$ cat src/hw/rtl/sroc_pkg.sv
// shared types, constants and helpers of the sorted row order checker
package sroc_pkg;

  // configuration port
  localparam int unsigned CFG_IDX_W  = 1;
  localparam int unsigned CFG_DATA_W = 7;
  localparam logic [CFG_IDX_W-1:0] CFG_DESCENDING = 1'd0;
  localparam logic [CFG_IDX_W-1:0] CFG_ROW_LENGTH = 1'd1;
  localparam logic [CFG_DATA_W-1:0] ROW_LENGTH_RESET = 7'd64;

  // character class bounds
  localparam logic [7:0] CH_DIGIT_LO = 8'h30;
  localparam logic [7:0] CH_DIGIT_HI = 8'h39;
  localparam logic [7:0] CH_UPPER_LO = 8'h41;
  localparam logic [7:0] CH_UPPER_HI = 8'h5a;
  localparam logic [7:0] CH_LOWER_LO = 8'h61;
  localparam logic [7:0] CH_LOWER_HI = 8'h7a;

  // relation of the stored row to the incoming row so far
  typedef enum logic [1:0] {
    REL_EQUAL        = 2'd0,
    REL_PREV_LESS    = 2'd1,
    REL_PREV_GREATER = 2'd2
  } rel_e;

  // beat held between the memory read and the compare stage
  typedef struct packed {
    logic [7:0] row_byte;
    logic       row_end;
  } s1_beat_t;

  function automatic logic is_alnum(input logic [7:0] c);
    logic digit;
    logic upper;
    logic lower;
    digit = (c >= CH_DIGIT_LO) && (c <= CH_DIGIT_HI);
    upper = (c >= CH_UPPER_LO) && (c <= CH_UPPER_HI);
    lower = (c >= CH_LOWER_LO) && (c <= CH_LOWER_HI);
    return digit || upper || lower;
  endfunction

endpackage

$ cat src/hw/rtl/sroc_if.sv


interface sroc_out_if;
  logic       valid;
  logic       ready;
  logic [7:0] data_byte;
  logic       row_end;
  logic       sorted_so_far;
  logic       duplicates_seen;
  logic       bad_char;
  logic       error_seen;

  modport source (
    output valid, output data_byte, output row_end, output sorted_so_far,
    output duplicates_seen, output bad_char, output error_seen, input ready
  );
  modport sink (
    input valid, input data_byte, input row_end, input sorted_so_far,
    input duplicates_seen, input bad_char, input error_seen, output ready
  );
endinterface

$ cat src/hw/rtl/sroc_cmp.sv
// compare stage: row relation, sticky flags and output register
module sroc_cmp (
  input  logic                clk_i,
  input  logic                rst_ni,
  input  logic                descending_i,
  input  logic                s1_valid_i,
  input  sroc_pkg::s1_beat_t  s1_beat_i,
  input  logic [7:0]          prev_byte_i,
  output logic                s1_ready_o,
  sroc_out_if.source          out_o
);

  sroc_pkg::rel_e rel_q, rel_d, rel_new;
  logic first_q, first_d;
  logic sorted_q, sorted_d;
  logic dup_q, dup_d;
  logic err_q, err_d;
  logic bad;
  logic violation;
  logic advance;

  logic       out_valid_q;
  logic [7:0] out_byte_q;
  logic       out_end_q;
  logic       out_bad_q;

  assign s1_ready_o = !out_valid_q || out_o.ready;
  assign advance    = s1_valid_i && s1_ready_o;

  always_comb begin
    rel_new = rel_q;
    if (rel_q == sroc_pkg::REL_EQUAL) begin
      if (prev_byte_i < s1_beat_i.row_byte) begin
        rel_new = sroc_pkg::REL_PREV_LESS;
      end else if (prev_byte_i > s1_beat_i.row_byte) begin
        rel_new = sroc_pkg::REL_PREV_GREATER;
      end
    end

    bad   = !sroc_pkg::is_alnum(s1_beat_i.row_byte);
    err_d = err_q || bad;

    violation = descending_i ? (rel_new == sroc_pkg::REL_PREV_LESS)
                             : (rel_new == sroc_pkg::REL_PREV_GREATER);

    rel_d    = rel_new;
    first_d  = first_q;
    sorted_d = sorted_q;
    dup_d    = dup_q;
    if (s1_beat_i.row_end) begin
      if (!first_q) begin
        if (violation) begin
          sorted_d = 1'b0;
        end else if (rel_new == sroc_pkg::REL_EQUAL) begin
          dup_d = 1'b1;
        end
      end
      first_d = 1'b0;
      rel_d   = sroc_pkg::REL_EQUAL;
    end
  end

  always_ff @(posedge clk_i or negedge rst_ni) begin
    if (!rst_ni) begin
      rel_q       <= sroc_pkg::REL_EQUAL;
      first_q     <= 1'b1;
      sorted_q    <= 1'b1;
      dup_q       <= 1'b0;
      err_q       <= 1'b0;
      out_valid_q <= 1'b0;
    end else begin
      if (advance) begin
        rel_q    <= rel_d;
        first_q  <= first_d;
        sorted_q <= sorted_d;
        dup_q    <= dup_d;
        err_q    <= err_d;
      end
      if (s1_ready_o) begin
        out_valid_q <= s1_valid_i;
      end
    end
  end

  always_ff @(posedge clk_i) begin
    if (advance) begin
      out_byte_q <= s1_beat_i.row_byte;
      out_end_q  <= s1_beat_i.row_end;
      out_bad_q  <= bad;
    end
  end

  assign out_o.valid           = out_valid_q;
  assign out_o.data_byte       = out_byte_q;
  assign out_o.row_end         = out_end_q;
  assign out_o.sorted_so_far   = sorted_q;
  assign out_o.duplicates_seen = dup_q;
  assign out_o.bad_char        = out_bad_q;
  assign out_o.error_seen      = err_q;

  // a flagged byte is always reflected in the sticky error
  assert property (@(posedge clk_i) disable iff (!rst_ni)
    out_valid_q && out_bad_q |-> err_q)
    else $error("bad_char without error_seen");

  // sorted flag only ever falls
  assert property (@(posedge clk_i) disable iff (!rst_ni)
    !sorted_q |=> !sorted_q)
    else $error("sorted flag rose");

  // relation is back to equal right after a row end
  assert property (@(posedge clk_i) disable iff (!rst_ni)
    advance && s1_beat_i.row_end |=> rel_q == sroc_pkg::REL_EQUAL)
    else $error("relation not cleared at row end");

endmodule

$ cat src/flat_wrapper.sv
// flat-port wrapper written by rule: the top's interface ports become plain ports
module sroc_cmp_flat 
  (clk_i, rst_ni, descending_i, s1_valid_i, s1_beat_i, prev_byte_i, s1_ready_o, out_o_valid, out_o_data_byte, out_o_row_end, out_o_sorted_so_far, out_o_duplicates_seen, out_o_bad_char, out_o_error_seen, out_o_ready);
  sroc_out_if out_o_i ();
  input  logic clk_i;
  input  logic rst_ni;
  input  logic descending_i;
  input  logic s1_valid_i;
  input  sroc_pkg::s1_beat_t s1_beat_i;
  input  logic [7:0] prev_byte_i;
  output logic s1_ready_o;
  output wire logic [$bits(out_o_i.valid)-1:0] out_o_valid;
  output wire logic [$bits(out_o_i.data_byte)-1:0] out_o_data_byte;
  output wire logic [$bits(out_o_i.row_end)-1:0] out_o_row_end;
  output wire logic [$bits(out_o_i.sorted_so_far)-1:0] out_o_sorted_so_far;
  output wire logic [$bits(out_o_i.duplicates_seen)-1:0] out_o_duplicates_seen;
  output wire logic [$bits(out_o_i.bad_char)-1:0] out_o_bad_char;
  output wire logic [$bits(out_o_i.error_seen)-1:0] out_o_error_seen;
  input wire logic [$bits(out_o_i.ready)-1:0] out_o_ready;
  assign out_o_valid = out_o_i.valid;
  assign out_o_data_byte = out_o_i.data_byte;
  assign out_o_row_end = out_o_i.row_end;
  assign out_o_sorted_so_far = out_o_i.sorted_so_far;
  assign out_o_duplicates_seen = out_o_i.duplicates_seen;
  assign out_o_bad_char = out_o_i.bad_char;
  assign out_o_error_seen = out_o_i.error_seen;
  assign out_o_i.ready = out_o_ready;
  sroc_cmp u_core (.clk_i(clk_i), .rst_ni(rst_ni), .descending_i(descending_i), .s1_valid_i(s1_valid_i), .s1_beat_i(s1_beat_i), .prev_byte_i(prev_byte_i), .s1_ready_o(s1_ready_o), .out_o(out_o_i));
endmodule
$ cat config.mk
export PLATFORM = sky130hd
export DESIGN_NAME = sroc_cmp_flat
export DESIGN_NICKNAME = d
export VERILOG_FILES = /design/src/hw/rtl/sroc_pkg.sv /design/src/hw/rtl/sroc_if.sv /design/src/hw/rtl/sroc_cmp.sv /design/src/flat_wrapper.sv
export SDC_FILE = /design/constraint.sdc
export NUM_CORES = 1
export LEC_CHECK = 0
export BUFFER_PORTS_ARGS = -buffer_cell sky130_fd_sc_hd__buf_2
export CAP_MARGIN = 20
export CELL_PAD_IN_SITES_DETAIL_PLACEMENT = 1
export CELL_PAD_IN_SITES_GLOBAL_PLACEMENT = 1
export CORE_MARGIN = 5
export CORE_UTILIZATION = 37
export CTS_BUF_LIST = sky130_fd_sc_hd__clkbuf_16
export DETAILED_ROUTE_END_ITERATION = 7
export GPL_TIMING_DRIVEN = 0
export PLACE_DENSITY_LB_ADDON = 0.1
export SYNTH_ARGS = -nofsm -noshare
export SYNTH_HDL_FRONTEND = slang
export SYNTH_SLANG_ARGS = --single-unit
$ cat constraint.sdc
create_clock -name clk_i -period 2.34 [get_ports clk_i]
set_clock_uncertainty 0.1 [all_clocks]
set_input_delay 0.351 -clock clk_i [delete_from_list [all_inputs] [get_ports clk_i]]
set_output_delay 0.351 -clock clk_i [all_outputs]
set_load 0.03 [all_outputs]
==> results.toml, run 1 <==
[cts]
clk_pin_slew_worst_paths_ns = 0.05
hold_buffers = 1
clockRootBuffer = "clkbuf_16"
clk_path_buf_depth = 2
cts_tree = "yes"
post_cts_resized = 0
cts_buffers = 3
clock_latency_ns = 0.24
cts_setup_buffers = 0
cts_sinks = 17
htreeDepth = 1

[route]
drt-initial-drc-count = 2
wl_per_cell_um = 13.17
drc_errors = 0
vias = 706
wl_um = 1896
detail-route-antenna-nets = 0
vias_per_cell = 4.903
drt-pass1-iter-count = 3

[yosys]
syn_inst = 75
synth_area_um2 = 873.3
ys_ff_latch = 17
synthTopCellsByCount = "10 x edfxtp_1, 10 x inv_1, 8 x ha_1"
avgSynthCellArea_um2 = 11.64
synth_area_leaders = "edfxtp_1 34%, dfrtp_1 14%, ha_1 11%"
synth_ff_type = "edfxtp_1"
synthArstFlopShare_pct = 41.18
synth_edf_count = 10
synth_top_area_share_pct = 34.38
ys_types = 31
ys.warnings.count = 0
synth_largest_area_cell = "edfxtp_1"
synth_nets = 105
ys_seq_area_share_pct = 54.73

[global_routing]
grtUsageTotal_pct = 12.23
use_met3_pct = 2.632
first_global_vias = 722
grt_antenna_before_repair = 0
grt.overflow.total = 0
grt_max_degree = 12
grt_pass1_wl_um = 3270
busiest_layer = "met2"
grtUsageMet1_pct = 15.91
use_met2_pct = 20.73

[critical_path]
start_kind = "input port"
critical_path_class = "in2reg"
crit_arrival_ns = 1.96
worstPathRequired_ns = 2.41
path_max_fanout = 3
critPathCaptureType = "flip-flop"

[sta]
fin_crit_ns = 1.893
hold_slack_ns = 0.2213
slew_viol_final = 0
hold_violations = 0
period_share_pct = 80.89
slew_headroom_pct = 71.53
setup_viol = 0
fmax_ghz = 0.5283
setup_tns_ns = 0
worst_pin_slew_ns = 0.4226
rsz0062_at_grt = "false"

[layout]
area_growth_pct = 34.81
nNetsFinal = 147
fillCellCount = 275
antenna_cells = 0
multi_input_area_um2 = 357.8
ff_latch_area_um2 = 478.0
drive_gt1_share_pct = 38.79

[floorplanning]
die_w_um = 58.59
fp-row-count = 17
die_h_um = 58.59
core_um2 = 2233
design.die.area_um2 = 3432
start_util_pct = 39.10
pin_count = 37

[place]
place_congestion = 0.8051
place_hpwl_um = 1634
portBuffers = 36

[power]
p_per_area_nw_per_um2 = 684.9
power_frac_seq_pct = 43.8
p_sw_share_pct = 23.13
combPwrFrac_pct = 16.9
internal_power_uw = 619.9
p_switching_uw = 186.5
p_clk_share_pct = 39.3
p_leak_uw = 0.0005601
peakVddDrop_mv = 0.3801

[run_status]
status = "finished clean"

[flow_run]
cap_violations = 0

[worst_hold_path]
hold_class = "in2reg"
-- final cells by class --
type,count,area share (%)
repair buffers,37,16.15
clock buffers,3,6.376
flip-flops and latches,17,40.60
inverters,10,3.188
multi-input cells,48,30.39
well taps,28,2.976
clock inverters,1,0.3188
-- worst paths after layout --
check,from,cells past startpoint,slack (ns),end
hold reg to reg,u_core.out_o.error_seen,1,0.35,u_core.out_o.error_seen
setup / recovery,s1_beat_i[4],8,0.45,u_core.out_o.sorted_so_far
setup reg to reg,u_core.out_o.valid,5,0.69,u_core.out_o.sorted_so_far
hold / removal,s1_beat_i[3],1,0.22,u_core.out_o.data_byte[2]
min in group asynchronous,rst_ni,2,0.40,u_core.out_o.valid
max in group asynchronous,rst_ni,2,1.51,u_core.first_q
-- cell families after synthesis --
logic type,synth area share (%)
flops,54.73
fa+ha+maj,11.46
simple gates,15.90
buf+inv,4.298
compound gates,13.61
-- worst max-delay path: stages --
cell and delay (ns):
buf_2 0.10, inv_1 0.05, ha_1 0.32, nand4_1 0.15, nor3_2 0.07, or4_1 0.48
o211a_1 0.14, o31a_1 0.29
-- flip-flops by register name, summed over array words and instances, names as in the netlist --
name,count
u_core.first_q,1
u_core.out_o.bad_char,1
u_core.out_o.data_byte,8
u_core.out_o.duplicates_seen,1
u_core.out_o.error_seen,1
u_core.out_o.row_end,1
u_core.out_o.sorted_so_far,1
u_core.out_o.valid,1
u_core.rel_q,2
-- metrics by stage --
| stage | setup slack (ns) | cells | power (uW) | util (%) | cell area [um^2] |
|---|---|---|---|---|---|
| 2_1_floorplan | 0.4302 | 75 | 441.8 | - | 873.3 |
| 3_3_place_gp | 0.2167 | 139 | 490.1 | 48.74 | 1089 |
| 3_5_place_dp | 0.1965 | 139 | 494.4 | 48.74 | 1089 |
| 4_1_cts | 0.4484 | 144 | 817.8 | 52.72 | 1177 |
| 5_1_grt | 0.2994 | 144 | 857.6 | 52.72 | 1177 |
| 6_report | 0.4472 | 144 | 806.4 | 52.72 | 1177 |
-- cell usage in the layout, fill, tap and decap left out, drive strengths merged, types with 2 or more instances in the layout --
master	count
dfrtp	5
o21ai	4
nor4	2
edfxtp	10
nor3	2
nand4	3
nand2	5
clkbuf	3
nor2	2
a21oi	5
ha	8
dfstp	2
nand2b	2
buf	36
inv	11
-- metal layers --
metal,share of wire (%),wire (um)
met1,43,807
met2,49,925
met3,7.8,148
met4,0.79,15
met5,0,0
-- power by group through the flow --
stage	combinational [uW]	sequential, uW	clock [uW]
after floorplan	64.4	377	0
after global routing	155	356	347
after detailed placement	137	357	0
after CTS	139	353	326
after global placement	134	356	0
final	137	353	317
No activity file was read; power rests on OpenSTA's default activity.
==> run 2: changes to the inputs <==
--- a/config.mk
+++ b/config.mk
@@ -5,12 +5,13 @@
 export SDC_FILE = /design/constraint.sdc
 export NUM_CORES = 1
 export LEC_CHECK = 0
+export ABC_AREA = 1
 export BUFFER_PORTS_ARGS = -buffer_cell sky130_fd_sc_hd__buf_2
 export CAP_MARGIN = 20
 export CELL_PAD_IN_SITES_DETAIL_PLACEMENT = 1
 export CELL_PAD_IN_SITES_GLOBAL_PLACEMENT = 1
 export CORE_MARGIN = 5
-export CORE_UTILIZATION = 37
+export CORE_UTILIZATION = 33
 export CTS_BUF_LIST = sky130_fd_sc_hd__clkbuf_16
 export DETAILED_ROUTE_END_ITERATION = 7
 export GPL_TIMING_DRIVEN = 0
==> constraint.sdc (replaced) <==
create_clock -name clk_i -period 1.75 [get_ports clk_i]
set_clock_uncertainty 0.1 [all_clocks]
set_input_delay 0.2625 -clock clk_i [delete_from_list [all_inputs] [get_ports clk_i]]
set_output_delay 0.2625 -clock clk_i [all_outputs]
set_load 0.03 [all_outputs]
==> results.toml, run 2 <==
[yosys]
ys_types = 16
synthArstFlopShare_pct = 41.18
synthTopCellsByCount = "24 x nand2_1, 21 x inv_1, 10 x edfxtp_1"
synth_ff_type = "edfxtp_1"
syn_inst = 100
synth_area_um2 = 893.4
synth_nets = 130
avgSynthCellArea_um2 = 8.934
synth_largest_area_cell = "edfxtp_1"
yosysMostFrequentCell = "nand2_1"
synth_edf_count = 10
synth_top_area_share_pct = 33.61
ys_seq_area_share_pct = 53.50
ys.warnings.count = 0
synth_area_leaders = "edfxtp_1 34%, dfrtp_1 14%, ha_1 11%"
ys_ff_latch = 17

[floorplanning]
start_util_pct = 35.42
pin_count = 37
fp-row-count = 18
die_h_um = 62.03
die_w_um = 62.03
design.die.area_um2 = 3848
core_um2 = 2522

[layout]
area_growth_pct = 34.31
drive_gt1_share_pct = 33.33
final_common_cell = "buf_2"
antenna_cells = 0
nNetsFinal = 172
fin_area_um2 = 1200
finalNonFillerCells = 171
largest_register_ffs = 8
mostFrequentLayoutCells = "36 x buf_2, 24 x nand2_1, 22 x inv_1"

[place]
place_area_um2 = 1111
post-place-cells = 166
place_congestion = 0.6766
place_hpwl_um = 1768
portBuffers = 36

[cts]
htreeDepth = 1
post_cts_resized = 0
cts_sinks = 17
clock_latency_ns = 0.24
cts_buffers = 3
cts_tree = "yes"
clockRootBuffer = "clkbuf_16"
clk_path_buf_depth = 2
clk_pin_slew_worst_paths_ns = 0.05

[sta]
hold_violations = 0
setup_viol = 0
slew_viol_final = 0
fmax_ghz = 0.6639
rsz0062_at_grt = "false"
period_share_pct = 86.07
fin_crit_ns = 1.506
setup_tns_ns = 0
slew_headroom_pct = 76.77
worst_pin_slew_ns = 0.3452

[flow_run]
cap_violations = 0

[route]
drc_errors = 0
wl_um = 2134
drt-pass1-iter-count = 3
vias = 793
wl_per_cell_um = 12.48
detail-route-antenna-nets = 0
vias_per_cell = 4.637
drt-initial-drc-count = 17

[critical_path]
critical_path_class = "reg2reg"
start_kind = "flip-flop"
path_max_fanout = 13
crit_arrival_ns = 1.58
critPathCaptureType = "flip-flop"
worstPathRequired_ns = 1.83

[worst_hold_path]
hold_class = "in2reg"

[power]
power.total_uw = 1148
peakVddDrop_mv = 0.4926
p_per_area_nw_per_um2 = 956.8
p_leak_uw = 0.0006439

[global_routing]
grt_pass1_wl_um = 3574
first_global_vias = 847
grt.overflow.total = 0
grt_max_degree = 14
grt_antenna_before_repair = 0
grtUsageTotal_pct = 12.98

[run_status]
status = "finished clean"
[run 2: routing by layer]
layer / global-route usage [%] / vias up / wire length (um)
li1: - / 400 / -
met1: 14.71 / 372 / 858
met2: 23.22 / 19 / 1100
met3: 2.273 / 2 / 146
met4: 6.364 / 0 / 28
met5: 0 / - / 0
[run 2: through the flow]
step                      hold WS (ns)  setup WS [ns]  util, %
after floorplan                -0.1331        0.05814        -
after global placement        0.005971         0.1674    44.05
after detailed placement       0.01400        0.08854    44.05
after CTS                       0.1086         0.2080    47.57
after global routing            0.1073        0.09698    47.57
final                           0.1112         0.2438    47.57
[run 2: repair_timing]
item	CTS	global route
hold endpoints to repair	7	0
hold buffers	1	0
buffers inserted	0	0
[run 2: final cells by class]
cell class / instances / area (um^2)
Fill cell: 307 / 1323
Sequential cell: 17 / 478.0
Multi-Input combinational cell: 60 / 327.8
Timing Repair Buffer: 37 / 190.2
Inverter: 23 / 87.58
Clock buffer: 3 / 75.07
Tap cell: 30 / 37.54
Clock inverter: 1 / 3.754
[run 2: final timing paths]
| check | start | cells past startpoint | end | slack, ns |
|---|---|---|---|---|
| worst min register to register | u_core.out_o.error_seen | 2 | u_core.out_o.error_seen | 0.35 |
| max in group asynchronous | rst_ni | 2 | u_core.out_o.sorted_so_far | 1.04 |
| worst min-delay path | s1_beat_i[5] | 1 | u_core.out_o.data_byte[4] | 0.11 |
| min in group asynchronous | rst_ni | 2 | u_core.rel_q[1] | 0.28 |
| worst max register to register | u_core.out_o.valid | 8 | u_core.out_o.sorted_so_far | 0.24 |
| worst max-delay path | u_core.out_o.valid | 8 | u_core.out_o.sorted_so_far | 0.24 |
[run 2: cell families (layout without fill, tap and decap cells)]
group / count (synthesis) / after routing / share of synthesized area (%)
AND/OR/NAND/NOR: 45 / 45 / 21.43
buffers and inverters: 23 / 64 / 9.803
flip-flops: 17 / 17 / 53.50
adder cells (fa/ha/maj): 8 / 8 / 11.20
AO/OA/AOI/OAI: 7 / 7 / 4.062
[run 2: worst max-delay path: stages (launching register included)]
cell and delay [ns]:
dfrtp_1 0.37, nand2_1 0.10, nand2_1 0.10, inv_2 0.24, nand2_2 0.12, nor2_1 0.17
nand2_1 0.07, nor2_1 0.10, nor2_1 0.05
[run 2: power breakdown]
part	internal, uW	leakage [uW]	total, uW	switching (uW)
Sequential	458	0.000170	467	9.07
Combinational	80.3	0.000431	238	157
Clock	303	0.0000423	443	140
Total	841	0.000644	1150	307
